===== config.mk =====
export PLATFORM = sky130hd
export DESIGN_NAME = cell_address_parser
export DESIGN_NICKNAME = d
export VERILOG_FILES = /design/src/rtl/cap_pkg.sv /design/src/rtl/cap_scan.sv /design/src/rtl/cap_check.sv /design/src/rtl/cell_address_parser.sv
export SDC_FILE = /design/constraint.sdc
export NUM_CORES = 1
export LEC_CHECK = 0
export CAP_MARGIN = 20
export CORE_UTILIZATION = 55
export DETAILED_ROUTE_END_ITERATION = 16
export DONT_BUFFER_PORTS = 1
export PLACE_DENSITY_LB_ADDON = 0.08
export SLEW_MARGIN = 40
export SYNTH_ARGS = -nofsm -noshare
export SYNTH_HDL_FRONTEND = slang
export SYNTH_SLANG_ARGS = --single-unit

===== constraint.sdc =====
create_clock -name clk -period 10.9 [get_ports clk]
set_clock_uncertainty 0.15 [all_clocks]
set_input_delay 1.635 -clock clk [delete_from_list [all_inputs] [get_ports clk]]
set_output_delay 1.635 -clock clk [all_outputs]
set_load 0.02 [all_outputs]

===== src/rtl/cap_pkg.sv =====
// ----------------------------------------------------------------------------
// cap_pkg
// Types and constants shared by the cell address parser modules.
// ----------------------------------------------------------------------------
package cap_pkg;

	localparam int ROW_W     = 21;
	localparam int COLUMN_W  = 15;
	localparam int ROW_ACC_W = 24;
	localparam int LETTER_W  = 2;
	localparam int DIGIT_W   = 3;
	localparam int CFG_IDX_W = 1;
	localparam int CFG_W     = 21;

	localparam logic [ROW_W-1:0]    ROW_LIMIT    = 21'd1048576;
	localparam logic [COLUMN_W-1:0] COLUMN_LIMIT = 15'd16384;
	localparam logic [LETTER_W-1:0] LETTERS_MAX  = 2'd3;
	localparam logic [DIGIT_W-1:0]  DIGITS_MAX   = 3'd7;

	localparam logic [7:0] CHAR_UPPER_A = 8'h41;
	localparam logic [7:0] CHAR_UPPER_Z = 8'h5a;
	localparam logic [7:0] CHAR_ZERO    = 8'h30;
	localparam logic [7:0] CHAR_NINE    = 8'h39;

	typedef enum logic [CFG_IDX_W-1:0] {
		CFG_MAX_ROW    = 1'b0,
		CFG_MAX_COLUMN = 1'b1
	} cfg_idx_t;

	// parse totals of one finished address
	typedef struct packed {
		logic [ROW_ACC_W-1:0] row;
		logic [COLUMN_W-1:0]  column;
		logic [LETTER_W-1:0]  letters;
		logic [DIGIT_W-1:0]   digits;
		logic                 malformed;
	} snap_t;

endpackage


===== src/rtl/cap_scan.sv =====
// ----------------------------------------------------------------------------
// cap_scan
// Character input register, running parse state and the snapshot register
// that holds the totals of each finished address.
// ----------------------------------------------------------------------------
module cap_scan (
	input  logic                clk,
	input  logic                arst_n,
	input  logic                in_valid,
	output logic                in_stall,
	input  logic [7:0]          char_code,
	input  logic                last_char,
	input  logic                check_free,
	output logic                snap_valid,
	output cap_pkg::snap_t      snap
);

	logic                           valid_s1;
	logic [7:0]                     char_s1;
	logic                           last_s1;
	logic                           s1_take;
	logic                           s1_move;
	logic                           s2_free;

	logic [cap_pkg::ROW_ACC_W-1:0]  row_q;
	logic [cap_pkg::COLUMN_W-1:0]   column_q;
	logic [cap_pkg::LETTER_W-1:0]   letters_q;
	logic [cap_pkg::DIGIT_W-1:0]    digits_q;
	logic                           in_digits_q;
	logic                           malformed_q;

	logic                           is_letter;
	logic                           is_digit;
	logic [19:0]                    column_prod;
	logic [27:0]                    row_prod;
	cap_pkg::snap_t                 upd;
	logic                           upd_in_digits;

	logic                           valid_s2;
	cap_pkg::snap_t                 snap_s2;

	assign s2_free  = !valid_s2 || check_free;
	assign s1_move  = valid_s1 && (!last_s1 || s2_free);
	assign in_stall = valid_s1 && !s1_move;
	assign s1_take  = in_valid && !in_stall;

	assign column_prod = 20'(column_q) * 20'd26;
	assign row_prod    = 28'(row_q) * 28'd10;

	always_comb begin
		is_letter = char_s1 inside {[cap_pkg::CHAR_UPPER_A:cap_pkg::CHAR_UPPER_Z]};
		is_digit  = char_s1 inside {[cap_pkg::CHAR_ZERO:cap_pkg::CHAR_NINE]};

		upd.row       = row_q;
		upd.column    = column_q;
		upd.letters   = letters_q;
		upd.digits    = digits_q;
		upd.malformed = malformed_q;
		upd_in_digits = in_digits_q;

		if (is_letter) begin
			if (in_digits_q || letters_q == cap_pkg::LETTERS_MAX) begin
				upd.malformed = 1'b1;
			end else begin
				// low five bits of an upper-case letter give A=1 .. Z=26
				upd.column  = column_prod[cap_pkg::COLUMN_W-1:0]
				            + {{(cap_pkg::COLUMN_W-5){1'b0}}, char_s1[4:0]};
				upd.letters = letters_q + 2'd1;
			end
		end else if (is_digit) begin
			upd_in_digits = 1'b1;
			if (digits_q == cap_pkg::DIGITS_MAX) begin
				upd.malformed = 1'b1;
			end else begin
				upd.row    = row_prod[cap_pkg::ROW_ACC_W-1:0]
				           + {{(cap_pkg::ROW_ACC_W-4){1'b0}}, char_s1[3:0]};
				upd.digits = digits_q + 3'd1;
			end
		end else begin
			upd.malformed = 1'b1;
		end
	end

	always_ff @(posedge clk or negedge arst_n) begin
		if (!arst_n) begin
			valid_s1 <= 1'b0;
		end else if (s1_take) begin
			valid_s1 <= 1'b1;
		end else if (s1_move) begin
			valid_s1 <= 1'b0;
		end
	end

	always_ff @(posedge clk) begin
		if (s1_take) begin
			char_s1 <= char_code;
			last_s1 <= last_char;
		end
	end

	always_ff @(posedge clk or negedge arst_n) begin
		if (!arst_n) begin
			row_q       <= '0;
			column_q    <= '0;
			letters_q   <= '0;
			digits_q    <= '0;
			in_digits_q <= 1'b0;
			malformed_q <= 1'b0;
		end else if (s1_move) begin
			if (last_s1) begin
				row_q       <= '0;
				column_q    <= '0;
				letters_q   <= '0;
				digits_q    <= '0;
				in_digits_q <= 1'b0;
				malformed_q <= 1'b0;
			end else begin
				row_q       <= upd.row;
				column_q    <= upd.column;
				letters_q   <= upd.letters;
				digits_q    <= upd.digits;
				in_digits_q <= upd_in_digits;
				malformed_q <= upd.malformed;
			end
		end
	end

	always_ff @(posedge clk or negedge arst_n) begin
		if (!arst_n) begin
			valid_s2 <= 1'b0;
		end else if (s1_move && last_s1) begin
			valid_s2 <= 1'b1;
		end else if (check_free) begin
			valid_s2 <= 1'b0;
		end
	end

	always_ff @(posedge clk) begin
		if (s1_move && last_s1) begin
			snap_s2 <= upd;
		end
	end

	assign snap_valid = valid_s2;
	assign snap       = snap_s2;

endmodule


===== src/rtl/cap_check.sv =====
// ----------------------------------------------------------------------------
// cap_check
// Checks the totals of a finished address against counts and limits and
// holds the result in the output register.
// ----------------------------------------------------------------------------
module cap_check (
	input  logic                          clk,
	input  logic                          arst_n,
	input  logic                          snap_valid,
	input  cap_pkg::snap_t                snap,
	output logic                          check_free,
	input  logic [cap_pkg::ROW_W-1:0]     max_row,
	input  logic [cap_pkg::COLUMN_W-1:0]  max_column,
	output logic                          out_valid,
	input  logic                          out_stall,
	output logic [cap_pkg::ROW_W-1:0]     row_number,
	output logic [cap_pkg::COLUMN_W-1:0]  column_number,
	output logic                          address_valid
);

	logic                          ok;
	logic                          load;
	logic                          out_valid_q;
	logic [cap_pkg::ROW_W-1:0]     row_q;
	logic [cap_pkg::COLUMN_W-1:0]  column_q;
	logic                          ok_q;

	assign check_free = !out_valid_q || !out_stall;
	assign load       = snap_valid && check_free;

	// letter and digit counters stop at their maximum and flag the address malformed, so they need only a lower-bound test
	always_comb begin
		ok = !snap.malformed
		  && snap.letters != '0
		  && snap.digits != '0
		  && snap.row != '0
		  && snap.row <= cap_pkg::ROW_ACC_W'(max_row)
		  && snap.row <= cap_pkg::ROW_ACC_W'(cap_pkg::ROW_LIMIT)
		  && snap.column != '0
		  && snap.column <= max_column
		  && snap.column <= cap_pkg::COLUMN_LIMIT;
	end

	always_ff @(posedge clk or negedge arst_n) begin
		if (!arst_n) begin
			out_valid_q <= 1'b0;
		end else if (load) begin
			out_valid_q <= 1'b1;
		end else if (!out_stall) begin
			out_valid_q <= 1'b0;
		end
	end

	always_ff @(posedge clk) begin
		if (load) begin
			row_q    <= ok ? snap.row[cap_pkg::ROW_W-1:0] : '0;
			column_q <= ok ? snap.column : '0;
			ok_q     <= ok;
		end
	end

	assign out_valid     = out_valid_q;
	assign row_number    = row_q;
	assign column_number = column_q;
	assign address_valid = ok_q;

endmodule


===== src/rtl/cell_address_parser.sv =====
// ----------------------------------------------------------------------------
// cell_address_parser
// Path of a result: the last char is taken into the input register, the parse
// update loads the snapshot register, which then loads the output register.
// Throughput: one character per cycle; the input stalls only while a finished
// address waits behind a held result.
// Reset: clears the parse state and all valids, limits return to 1048576/16384.
// ----------------------------------------------------------------------------
module cell_address_parser (
	input  logic                           clk,
	input  logic                           arst_n,
	input  logic                           in_valid,
	output logic                           in_stall,
	input  logic [7:0]                     char_code,
	input  logic                           last_char,
	output logic                           out_valid,
	input  logic                           out_stall,
	output logic [cap_pkg::ROW_W-1:0]      row_number,
	output logic [cap_pkg::COLUMN_W-1:0]   column_number,
	output logic                           address_valid,
	input  logic                           cfg_write,
	input  logic [cap_pkg::CFG_IDX_W-1:0]  cfg_index,
	input  logic [cap_pkg::CFG_W-1:0]      cfg_data
);

	logic [cap_pkg::ROW_W-1:0]     max_row_q;
	logic [cap_pkg::COLUMN_W-1:0]  max_column_q;
	logic                          check_free;
	logic                          snap_valid;
	cap_pkg::snap_t                snap;

	always_ff @(posedge clk or negedge arst_n) begin
		if (!arst_n) begin
			max_row_q    <= cap_pkg::ROW_LIMIT;
			max_column_q <= cap_pkg::COLUMN_LIMIT;
		end else if (cfg_write) begin
			case (cfg_index)
				cap_pkg::CFG_MAX_ROW: begin
					max_row_q <= cfg_data[cap_pkg::ROW_W-1:0];
				end
				cap_pkg::CFG_MAX_COLUMN: begin
					max_column_q <= cfg_data[cap_pkg::COLUMN_W-1:0];
				end
				default: begin
				end
			endcase
		end
	end

	cap_scan u_scan (
		.clk        (clk),
		.arst_n     (arst_n),
		.in_valid   (in_valid),
		.in_stall   (in_stall),
		.char_code  (char_code),
		.last_char  (last_char),
		.check_free (check_free),
		.snap_valid (snap_valid),
		.snap       (snap)
	);

	cap_check u_check (
		.clk           (clk),
		.arst_n        (arst_n),
		.snap_valid    (snap_valid),
		.snap          (snap),
		.check_free    (check_free),
		.max_row       (max_row_q),
		.max_column    (max_column_q),
		.out_valid     (out_valid),
		.out_stall     (out_stall),
		.row_number    (row_number),
		.column_number (column_number),
		.address_valid (address_valid)
	);

	// a valid address never reports a zero coordinate
	a_valid_nonzero: assert property (@(posedge clk) disable iff (!arst_n)
		out_valid && address_valid |-> row_number != '0 && column_number != '0)
		else $error("valid address with zero row or column");

	// an invalid address reports zeros
	a_invalid_zero: assert property (@(posedge clk) disable iff (!arst_n)
		out_valid && !address_valid |-> row_number == '0 && column_number == '0)
		else $error("invalid address with nonzero row or column");

	// a finished address waiting on a full output register is kept
	a_snap_held: assert property (@(posedge clk) disable iff (!arst_n)
		snap_valid && !check_free |=> snap_valid && $stable(snap))
		else $error("waiting address totals lost");

	// input is held off only while the output side is held off
	a_stall_cause: assert property (@(posedge clk) disable iff (!arst_n)
		in_stall |-> out_valid && out_stall && snap_valid)
		else $error("input stalled with a free output path");

endmodule

* Word-level counts from Yosys, hierarchy flattened
Index checks and enable logic that the tools add are counted.
** Storage, ports and cells
- Bits in latches :: 0
- Input port bits :: 36
- RAM bits :: 0
- Memory bits (read-only) :: 0
- Register bits :: 176
- Memories kept :: 0
- Output and inout bits :: 39
- Logic and storage cells :: 102
** Operators by class
- Div/mod/pow operators :: 0
- $mul :: 2
- Mux-type cells :: 26
- Shift operators :: 0
- $lt $le $gt $ge :: 8
- Bitwise gates (word level) :: 1
- Reduce and logical (&&, ||, !) cells :: 36
- Equal/unequal tests :: 4
- $add $sub $neg :: 4
** Operators by type and width (number)
- $mux 24 :: 4
- $mux 17 :: 2
- $add 24x4->24 :: 1
- $le 24x21->1 :: 1
- $le 24x21->1 const B :: 1
- $mul 24x3->23 const B :: 1
- $reduce_bool 24->1 :: 1
- $add 15x5->15 :: 1
- $le 15x15->1 :: 1
- $le 15x15->1 const B :: 1
- $logic_and 1x1->1 :: 15
- $mul 15x4->14 const B :: 1
- $mux 15 :: 1
- $reduce_bool 15->1 :: 1
- $mux 1 :: 14
- $mux 3 :: 4
- $ge 8x6->1 const B :: 1
- $ge 8x7->1 const B :: 1
- $le 8x6->1 const B :: 1
- $le 8x7->1 const B :: 1
- $reduce_bool 2->1 :: 4
- $logic_not 1->1 :: 7
- $logic_or 1x1->1 :: 4
- $ne 2x1->1 const B :: 2
- 9 further kinds :: 10

* Depth between registers and ports, before layout
Gate-level depths: netlist of the first run.
- Word-level depth :: 10
- Mapped depth :: 15
- Mapped depth without buffers :: 15

* Modules after synthesis
From an unflattened synthesis of the first run, not the netlist that was laid out.
** Second synthesis, totals
- Cell total of the unflattened synthesis :: 1039
- Area, all modules :: 11229.5 sq um
** By module, submodules not included
- cap_scan :: cells an instance 692, times used 1, sequential area each 2822.7 sq um, area an instance 7013.0 sq um
- cap_check :: cells an instance 270, times used 1, sequential area each 1136.1 sq um, area an instance 2807.7 sq um
- cell_address_parser :: cells an instance 77, times used 1, sequential area each 903.4 sq um, area an instance 1408.9 sq um

* Worst setup path before layout of the first run
OpenSTA, ideal clock, no wires.
- Path type :: input-to-reg
- From :: in out_stall
- To :: reg u_check.ok_q, in the netlist u_check.address_valid, enable pin
- Cell stages on the path :: 1
- Library setup time :: 0.488 ns
- Data required time :: 10.262 ns
- Arrival :: 4.370 ns
- Buffers on the path :: 0
- Slack :: 5.892 ns
- Path through :: a21boi_0
** On the way
- Cells in the longest elaborated chain, start to end :: 3
** Ends and longest elaborated chain
- from (decl) :: line cell_address_parser.sv:17 : input logic out_stall,
- $logic_not 1->1 :: line cap_check.sv:28 : assign check_free = !out_valid_q || !out_stall;
- $logic_or 1x1->1 :: line cap_check.sv:28
- $logic_and 1x1->1 :: line cap_check.sv:29 : assign load = snap_valid && check_free;
- to (signal assigned) :: line cap_check.sv:58 : ok_q <= ok;
- to (decl) :: line cap_check.sv:26 : logic ok_q;
No other way between the ends.
A chain may end at the register's enable or synchronous reset.

==> results of run 1 <==
placed cells by master (no fill, tap or decap), drive strengths merged, types with 15 or more instances in the layout:
| cell | instances |
|---|---|
| ha | 106 |
| a22o | 28 |
| xnor2 | 38 |
| edfxtp | 91 |
| clkbuf | 17 |
| nand4 | 15 |
| o21a | 15 |
| o21ai | 71 |
| xor2 | 22 |
| inv | 93 |
| nor3 | 15 |
| and2 | 44 |
| dfrtp | 83 |
| nor2 | 42 |
| nand2 | 113 |
| nor4 | 15 |
| mux2 | 22 |
| a21oi | 49 |
| a21o | 21 |
per-stage QoR:
stage	cell area, sq um	util	instances
finish	11800	0.608	1312
global route	11800	0.608	1312
CTS	11800	0.606	1311
detailed placement	11200	0.576	1279
global placement	11200	0.576	1279
floorplan	10900	-	1039
power by group:
| part | leakage [nW] | internal, mW | switching [mW] |
|---|---|---|---|
| combinational | 3.00 | 0.0997 | 0.133 |
| clock | 0.288 | 0.308 | 0.293 |
| sequential | 1.98 | 0.756 | 0.0466 |
logic make-up (layout without fill, tap and decap cells):
logic type                 Yosys count  in the layout  synth area share
AOI/OAI and AO/OA                  242            242             0.153
xor gates and xnor gates            60             60            0.0495
adders and majority gates          119            119             0.145
buffers and inverters              121            129            0.0442
DFF                                176            176             0.445
muxes                               25             25            0.0254
and+or+nand+nor                    296            296             0.137
per-layer routing:
metal | track usage | share of wire | up-vias | routed length, um
met5 | 0 | 0 | - | 0
met4 | 0.0645 | 0.0094 | 0 | 219
met3 | 0.0466 | 0.051 | 16 | 1180
met2 | 0.337 | 0.42 | 185 | 9730
met1 | 0.374 | 0.52 | 3610 | 12200
li1 | - | - | 3704 | -
path summary, 6_finish.rpt:
check	start	to	slack (ns)
max in group asynchronous	arst_n	max_row_q[20]	9.65
max reg2reg	u_scan.row_q[1]	u_scan.snap[44]	6.74
min in group asynchronous	arst_n	max_column_q[9]	0.74
max	u_scan.row_q[1]	u_scan.snap[44]	6.74
min	u_scan.column_q[14]	u_scan.column_q[14]	0.34
min reg2reg	u_scan.column_q[14]	u_scan.column_q[14]	0.34
worst reg2reg max path, cell delays in order, from the launching register on:
cell	delay, ns
dfrtp_1	0.45
ha_1	0.32
ha_1	0.24
fa_1	0.43
a211o_1	0.37
a211oi_2	0.29
o31ai_2	0.13
nor4_2	0.33
a2bb2oi_2	0.19
and2b_4	0.21
nand4_4	0.13
nor4_2	0.34
xor2_1	0.23
o21ai_1	0.09
layout make-up:
class / count / area, sq um / share of cell area
inverter: 88 / 330 / 0.0279
multi-input combinational: 742 / 5620 / 0.475
clock buffer: 17 / 425 / 0.0360
timing repair buffer: 9 / 87.6 / 0.00740
clock inverter: 15 / 171 / 0.0145
tap: 265 / 332 / 0.0280
sequential: 176 / 4860 / 0.411
sequential cells by signal, summed over array words and instances, names as in the netlist, 8 cells and up:
| register | flops |
|---|---|
| u_check.column_number | 15 |
| u_scan.row_q | 24 |
| u_check.row_number | 21 |
| u_scan.snap | 45 |
| max_column_q | 15 |
| u_scan.char_s1 | 8 |
| max_row_q | 21 |
| u_scan.column_q | 15 |
synth_stat cells, drive strengths merged (3+ instances only):
| cell | n |
|---|---|
| and2 | 44 |
| a211oi | 7 |
| a21o | 21 |
| nor4 | 15 |
| buf | 5 |
| xnor2 | 38 |
| nor2b | 13 |
| a211o | 5 |
| mux2 | 22 |
| xor2 | 22 |
| edfxtp | 91 |
| inv | 88 |
| o2111ai | 3 |
| a21oi | 49 |
| nand3b | 3 |
| nor3 | 15 |
| o31ai | 7 |
| mux2i | 3 |
| nand3 | 13 |
| o21bai | 3 |
| ha | 106 |
| o31a | 3 |
| clkbuf | 28 |
| a21boi | 4 |
| nand2b | 5 |
| nand4 | 15 |
| and3 | 6 |
| nor2 | 42 |
| dfrtp | 83 |
| a22o | 28 |
| o21ai | 71 |
| nand2 | 113 |
| a31oi | 3 |
| fa | 13 |
| o21a | 15 |
| o211ai | 7 |
==> impl_metrics.tcl, run 1 <==
set metrics [dict create \
    status "finished, final reports clean" \
    clockBufferDepth 2 \
    worstSetupStartpointType "flop" \
    p_leak_nw 5.27 \
    io_buffers 0 \
    setup_viol 0 \
    postCtsHoldBufs 0 \
    drcViolationCount 0 \
    design.die.area_sq_um 20400 \
    cts_tree "built" \
    drv_cap 0 \
    viasPerCell 5.73 \
    hpwl_um 17700 \
    detail_route.wl_per_cell_um 17.8 \
    coreArea_sq_um 19500 \
    worst_pin_slew_ns 0.633 \
    h-tree-depth 4 \
    cp_num_buf_inv 0 \
    clk_latency_ns 0.43 \
    first_pass_iters 5 \
    wirelength_um 23300 \
    cpLargestDelayFamily "compound AO/OA/AOI/OAI gates" \
    io_pins 75 \
    gp_congestion 0.882 \
    start_util 0.561 \
    grt_max_degree 86 \
    synth_top_area_frac 0.250 \
    postSynth.asyncResetShare 0.483 \
    ir_drop_v 0.000116 \
    worst_slack_ns 6.74 \
    yosysTopAreaCell "edfxtp_1" \
    required_ns 10.91 \
    slew_headroom 0.567 \
    grt_first_pass_wirelength_um 37500 \
    postCtsSetupBuffers 0 \
    root_buffer "clkbuf_16" \
    area_delta_synth_final_pct 8.28 \
    cts-resized-gates 0 \
    die_y_um 143 \
    hold_viol 0 \
    yosysWarningCount 0 \
    hold_path_class "flop to flop" \
    synth_cells 1039 \
    rsz0062_at_grt "false" \
    synthTopCellsByArea "edfxtp_1 25%, dfrtp_1 19%, ha_1 12%" \
    ys_ff_latch 176 \
    critPathMaxFanout 5 \
    drtIter0Drc 428 \
    cp_cell_sequence "ha_1 > ha_1 > fa_1 > a211o_1 > a211oi_2 > o31ai_2 > nor4_2 > a2bb2oi_2 > and2b_4 > nand4_4 > nor4_2 > xor2_1 > o21ai_1" \
    ys.flop_type "edfxtp_1" \
    clock.fmax_mhz 241 \
    r2r_cells 13 \
    via_count 7515 \
    cp_slowest_cell "dfrtp_1" \
    ant_nets 0 \
    numCtsBuffers 17 \
    grt_pass1_vias 6933 \
    crit_cells 13 \
    grt_overflow 0 \
    end_kind "flop" \
    hold-path-cell-count 2 \
    total_power_mw 1.64 \
    die_x_um 143 \
    cts.sinks 176 \
    grt_use_total 0.241 \
    min_period_ns 4.16 \
    hold_slack_ns 0.338 \
    rows 51 \
    ys_seq_area_frac 0.445 \
    drive_gt1_frac 0.0965 \
    synth_area_per_cell_sq_um 10.5 \
    synth_cell_types 79 \
    max_stage_delay_ns 0.45 \
    synth_fp_nets 1194 \
    arrival_ns 4.17 \
    powerDensity_nw_per_um2 138 \
    antenna_found_initial 0 \
    n_antenna_cell 0 \
    place_ws_ns 6.79 \
    num-nets-final 1189 \
    synth_area_sq_um 10900 \
    fillers 1608 \
    drv_slew 0 \
    cts.clk_slew.worst_paths_ns 0.07 \
    synth-edff-count 91 \
    tns_ns 0 \
    critPathKind "flop to flop" \
    fin_crit_sh 0.381 \
]
Power figures use the tool's default switching activity.
==> inputs of run 2 (changes only) <==
Clock period 10.9 ns to 3.66 ns, I/O delays scaled along.
==> impl_metrics.tcl, run 2 (synthesis gave the netlist of run 1 again) <==
set metrics [dict create \
    final_cell_mix "110 x nand2_1, 102 x ha_1, 91 x edfxtp_1" \
    n_antenna_cell 0 \
    cts.clk_slew.worst_paths_ns 0.07 \
    slew_headroom 0.470 \
    drive_gt1_frac 0.179 \
    drv_slew 0 \
    wirelength_um 24000 \
    rows 51 \
    ir_drop_v 0.000336 \
    min_period_ns 3.80 \
    clockBufferDepth 2 \
    die_y_um 143 \
    top_register "u_scan.snap" \
    hold_path_class "primary input to flop" \
    layout_commonest_cell "nand2_1" \
    status "finished, violations left" \
    via_count 7758 \
    fin_crit_sh 1.04 \
    start_util 0.561 \
    critPathMaxFanout 3 \
    drtIter0Drc 410 \
    grt_first_pass_wirelength_um 39000 \
    numCtsBuffers 17 \
    io_buffers 0 \
    io_pins 75 \
    hold_viol 0 \
    h-tree-depth 4 \
    fin_cells 1378 \
    end_kind "flop" \
    cts_tree "built" \
    tns_ns -0.545 \
    drcViolationCount 0 \
    place_ws_ns -0.165 \
    ant_nets 0 \
    largest_reg_flops 45 \
    powerDensity_nw_per_um2 393 \
    drv_cap 0 \
    detail_route.wl_per_cell_um 17.4 \
    coreArea_sq_um 19500 \
    setup_viol 9 \
    reg_top3 "u_scan.snap: 45 flops, u_scan.row_q: 24 flops" \
    clock.fmax_mhz 263 \
    p_leak_nw 5.67 \
    grt_pass1_vias 7413 \
    grt_overflow 0 \
    clk_latency_ns 0.43 \
    violations "setup timing" \
    dpl_cell_area_sq_um 11700 \
    root_buffer "clkbuf_16" \
    grt_max_degree 86 \
    die_x_um 143 \
    worst_pin_slew_ns 0.793 \
    critPathKind "flop to flop" \
    worst_slack_ns -0.136 \
    hpwl_um 18300 \
    num-nets-final 1255 \
    viasPerCell 5.63 \
    area_delta_synth_final_pct 14.7 \
    grt_use_total 0.248 \
    dp_cells 1334 \
    postLayoutCoreUtil 0.644 \
    rsz0062_at_grt "true" \
    design.die.area_sq_um 20400 \
    cts.sinks 176 \
    gp_congestion 0.824 \
    first_pass_iters 4 \
    worstSetupStartpointType "flop" \
    required_ns 3.70 \
    antenna_found_initial 0 \
    fin_area_sq_um 12500 \
    arrival_ns 3.83 \
]
-- run 2: cell count changes in the layout (fill, tap and decap cells not counted), moves of 5 or more --
cell / change
nor3_1: -6
buf_4: +61
nor3_2: +6
xnor2_1: -5
-- run 2: worst paths after layout --
kind	end	slack [ns]	start	cells after the start
worst max-delay path	u_scan.snap[19]	-0.14	u_scan.column_q[2]	14
worst min-delay path	u_scan.char_s1[5]	0.06	char_code[5]	0
worst max register to register	u_scan.snap[19]	-0.14	u_scan.column_q[2]	14
worst min register to register	u_scan.column_q[14]	0.34	u_scan.column_q[14]	2
max in group asynchronous	max_row_q[20]	2.43	arst_n	2
min in group asynchronous	u_check.out_valid	0.56	arst_n	2
-- run 2: per-layer routing --
layer / share of wire / GRT usage / up-vias
li1: - / - / 3843
met5: 0 / 0 / -
met4: 0.011 / 0.0628 / 0
met3: 0.048 / 0.0416 / 19
met2: 0.44 / 0.366 / 184
met1: 0.50 / 0.375 / 3712
-- run 2: stage by stage --
step / hold WS [ns] / power (mW)
finish: 0.0586 / 4.93
global route: 0.0445 / 5.15
global placement: 0.108 / 3.14
detailed placement: 0.107 / 3.17
CTS: 0.0488 / 4.94
floorplan: 0.103 / 2.94
-- run 2: layout make-up --
cell class | instances | area (sq um)
well taps | 265 | 332
repair buffers | 75 | 626
clock buffers | 17 | 425
inverters | 88 | 330
multi-input cells | 742 | 5820
fillers | 1535 | 6920
flip-flops and latches | 176 | 4860
clock inverters | 15 | 141
-- run 2: repair_timing --
| item | CTS | global route |
|---|---|---|
| setup endpoints to repair | 24 | 29 |
| buffers inserted | 7 | 3 |
| hold buffers | 2 | 0 |
| pin swaps | 12 | 11 |
| endpoints found under the hold margin | 85 | 0 |
| resized for setup | 18 | 19 |
-- run 2: worst max-delay path: stages (launching register included) --
cell and delay [ns]:
dfrtp_1 0.42, ha_1 0.31, inv_2 0.04, fa_1 0.49, inv_1 0.04, ha_1 0.29
a21o_1 0.20, a21oi_2 0.21, nor2b_1 0.08, o31a_1 0.28, a211o_1 0.28, nor3_2 0.15
nand3_1 0.14, xor2_2 0.20, mux2_4 0.27
-- run 2: power by group --
| part | leakage, nW | switching, mW | internal, mW |
|---|---|---|---|
| Sequential | 1.98 | 0.133 | 2.25 |
| Clock | 0.279 | 0.848 | 0.904 |
| Combinational | 3.41 | 0.443 | 0.350 |
| Total | 5.67 | 1.42 | 3.51 |
==> inputs of run 3 (changes only) <==
Settings changed: ABC_CLOCK_PERIOD_IN_PS set to 3660, REMOVE_ABC_BUFFERS set to 1.
==> impl_metrics.tcl, run 3 (synthesis gave the netlist of run 1 again) <==
set metrics [dict create \
    num-nets-final 1264 \
    area_delta_synth_final_pct 16.4 \
    fin_crit_sh 1.04 \
    clockBufferDepth 2 \
    slew_headroom 0.578 \
    hold-path-cell-count 0 \
    grt_use_total 0.254 \
    detail_route.wl_per_cell_um 17.9 \
    design.die.area_sq_um 20400 \
    top_register "u_scan.snap" \
    cpLargestDelayFamily "adder cells" \
    powerDensity_nw_per_um2 390 \
    wirelength_um 24900 \
    p_leak_nw 5.75 \
    arrival_ns 3.82 \
    timing.rr.end "u_scan.snap[19]" \
    cts.clk_slew.worst_paths_ns 0.07 \
    cp_slowest_cell "fa_1" \
    hold_path_class "primary input to flop" \
    ir_drop_v 0.000322 \
    clock.fmax_mhz 264 \
    startpoint "u_scan.column_q[1]" \
    worst_pin_slew_ns 0.631 \
    drcViolationCount 0 \
    start_util 0.561 \
    violations "setup timing" \
    root_buffer "clkbuf_16" \
    viasPerCell 5.58 \
    cp_cell_sequence "ha_1 > fa_1 > fa_2 > a21o_1 > a21oi_2 > buf_4 > xnor2_4 > nand3_2 > a211o_1 > nor3_2 > nand3_1 > xor2_1 > mux2_4" \
    cts.sinks 176 \
    ant_nets 0 \
    hold_end "u_scan.char_s1[4]" \
    hpwl_um 18400 \
    io_pins 75 \
    first_pass_iters 5 \
    via_count 7747 \
    worst_slack_ns -0.129 \
    end_kind "flop" \
    total_power_mw 4.96 \
    grt_first_pass_wirelength_um 39100 \
    antenna_found_initial 1 \
    rrSetupSlack_ns -0.13 \
    largest_reg_flops 45 \
    required_ns 3.69 \
    numCtsBuffers 17 \
    critPathMaxFanout 3 \
    fillers 1554 \
    rows 51 \
    reg_top3 "u_scan.snap: 45 flops, u_scan.row_q: 24 flops" \
    grt_pass1_vias 7250 \
    worstSetupStartpointType "flop" \
    hold_viol 0 \
    status "finished, violations left" \
    drtIter0Drc 430 \
    multi_input_area_sq_um 5950 \
    max_stage_delay_ns 0.52 \
    seq_area_sq_um 4860 \
    layout_commonest_cell "nand2_1" \
    gp_congestion 0.832 \
    io_buffers 0 \
    min_period_ns 3.79 \
    postLayoutCoreUtil 0.653 \
    place_ws_ns -0.325 \
    final_cell_mix "108 x nand2_1, 95 x ha_1, 91 x edfxtp_1" \
    fin_cells 1388 \
    die_x_um 143 \
    reg2reg_from "u_scan.column_q[1]" \
    setup_viol 12 \
    clk_latency_ns 0.43 \
    grt_overflow 0 \
    critPathKind "flop to flop" \
    r2r_cells 13 \
    cts_tree "built" \
    drv_slew 0 \
    min_from "char_code[4]" \
    h-tree-depth 4 \
    dp_cells 1336 \
    rsz0062_at_grt "true" \
    coreArea_sq_um 19500 \
    die_y_um 143 \
    grt_max_degree 86 \
    cp_num_buf_inv 1 \
    hold_slack_ns 0.0611 \
    drive_gt1_frac 0.193 \
    drv_cap 0 \
]
[run 3: changes by cell type in the layout (fill, tap and decap cells not counted), moves of 3 or more]
cell,change
ha_4,+3
ha_1,-7
inv_8,-3
nor3_2,-3
inv_6,+3
o21ai_0,-3
a211oi_4,+3
buf_4,+10
ha_2,+4
a211oi_2,-3
[run 3: timing repair]
item,CTS,global route
setup endpoints to repair,28,31
hold endpoints to repair,85,0
pin swaps,22,40
hold buffers,2,0
gates resized for setup,23,46
buffers inserted,11,6
[run 3: area by class of cell]
cell class | count | area share
inverters | 88 | 0.0260
diodes | 1 | 0.000197
clock inverters | 13 | 0.0109
flip-flops and latches | 176 | 0.382
repair buffers | 84 | 0.0529
well taps | 265 | 0.0261
clock buffers | 19 | 0.0340
multi-input cells | 742 | 0.468
[run 3: worst max-delay path by stage]
| stage | endpoint | slack, ns | cells after the start |
|---|---|---|---|
| finish | u_scan.snap[19] | -0.13 | 13 |
| global route | u_scan.snap[19] | -0.24 | 13 |
| CTS | u_scan.snap[43] | -0.11 | 13 |
| detailed placement | u_scan.snap[19] | -0.32 | 12 |
| global placement | u_scan.snap[44] | -0.19 | 13 |
| floorplan | u_scan.snap[0] | -0.35 | 3 |
[run 3: routing by layer]
layer | GRT usage | up-vias | routed length (um)
li1 | - | 3833 | -
met5 | 0 | - | 0
met2 | 0.370 | 187 | 11000
met3 | 0.0429 | 15 | 1240
met4 | 0.0594 | 0 | 213
met1 | 0.389 | 3712 | 12400
[run 3: power by group]
| group | switching [mW] | internal [mW] | leakage (nW) |
|---|---|---|---|
| logic | 0.436 | 0.345 | 3.49 |
| registers | 0.133 | 2.25 | 1.98 |
| clock network | 0.829 | 0.965 | 0.278 |
| total | 1.40 | 3.56 | 5.75 |
[run 3: stage by stage]
step | cell area (sq um) | TNS (ns)
after global routing | 12700 | -3.07
after floorplan | 10800 | -27.42
after detailed placement | 11600 | -4.96
after global placement | 11600 | -2.26
after CTS | 12500 | -0.375
final | 12700 | -0.587
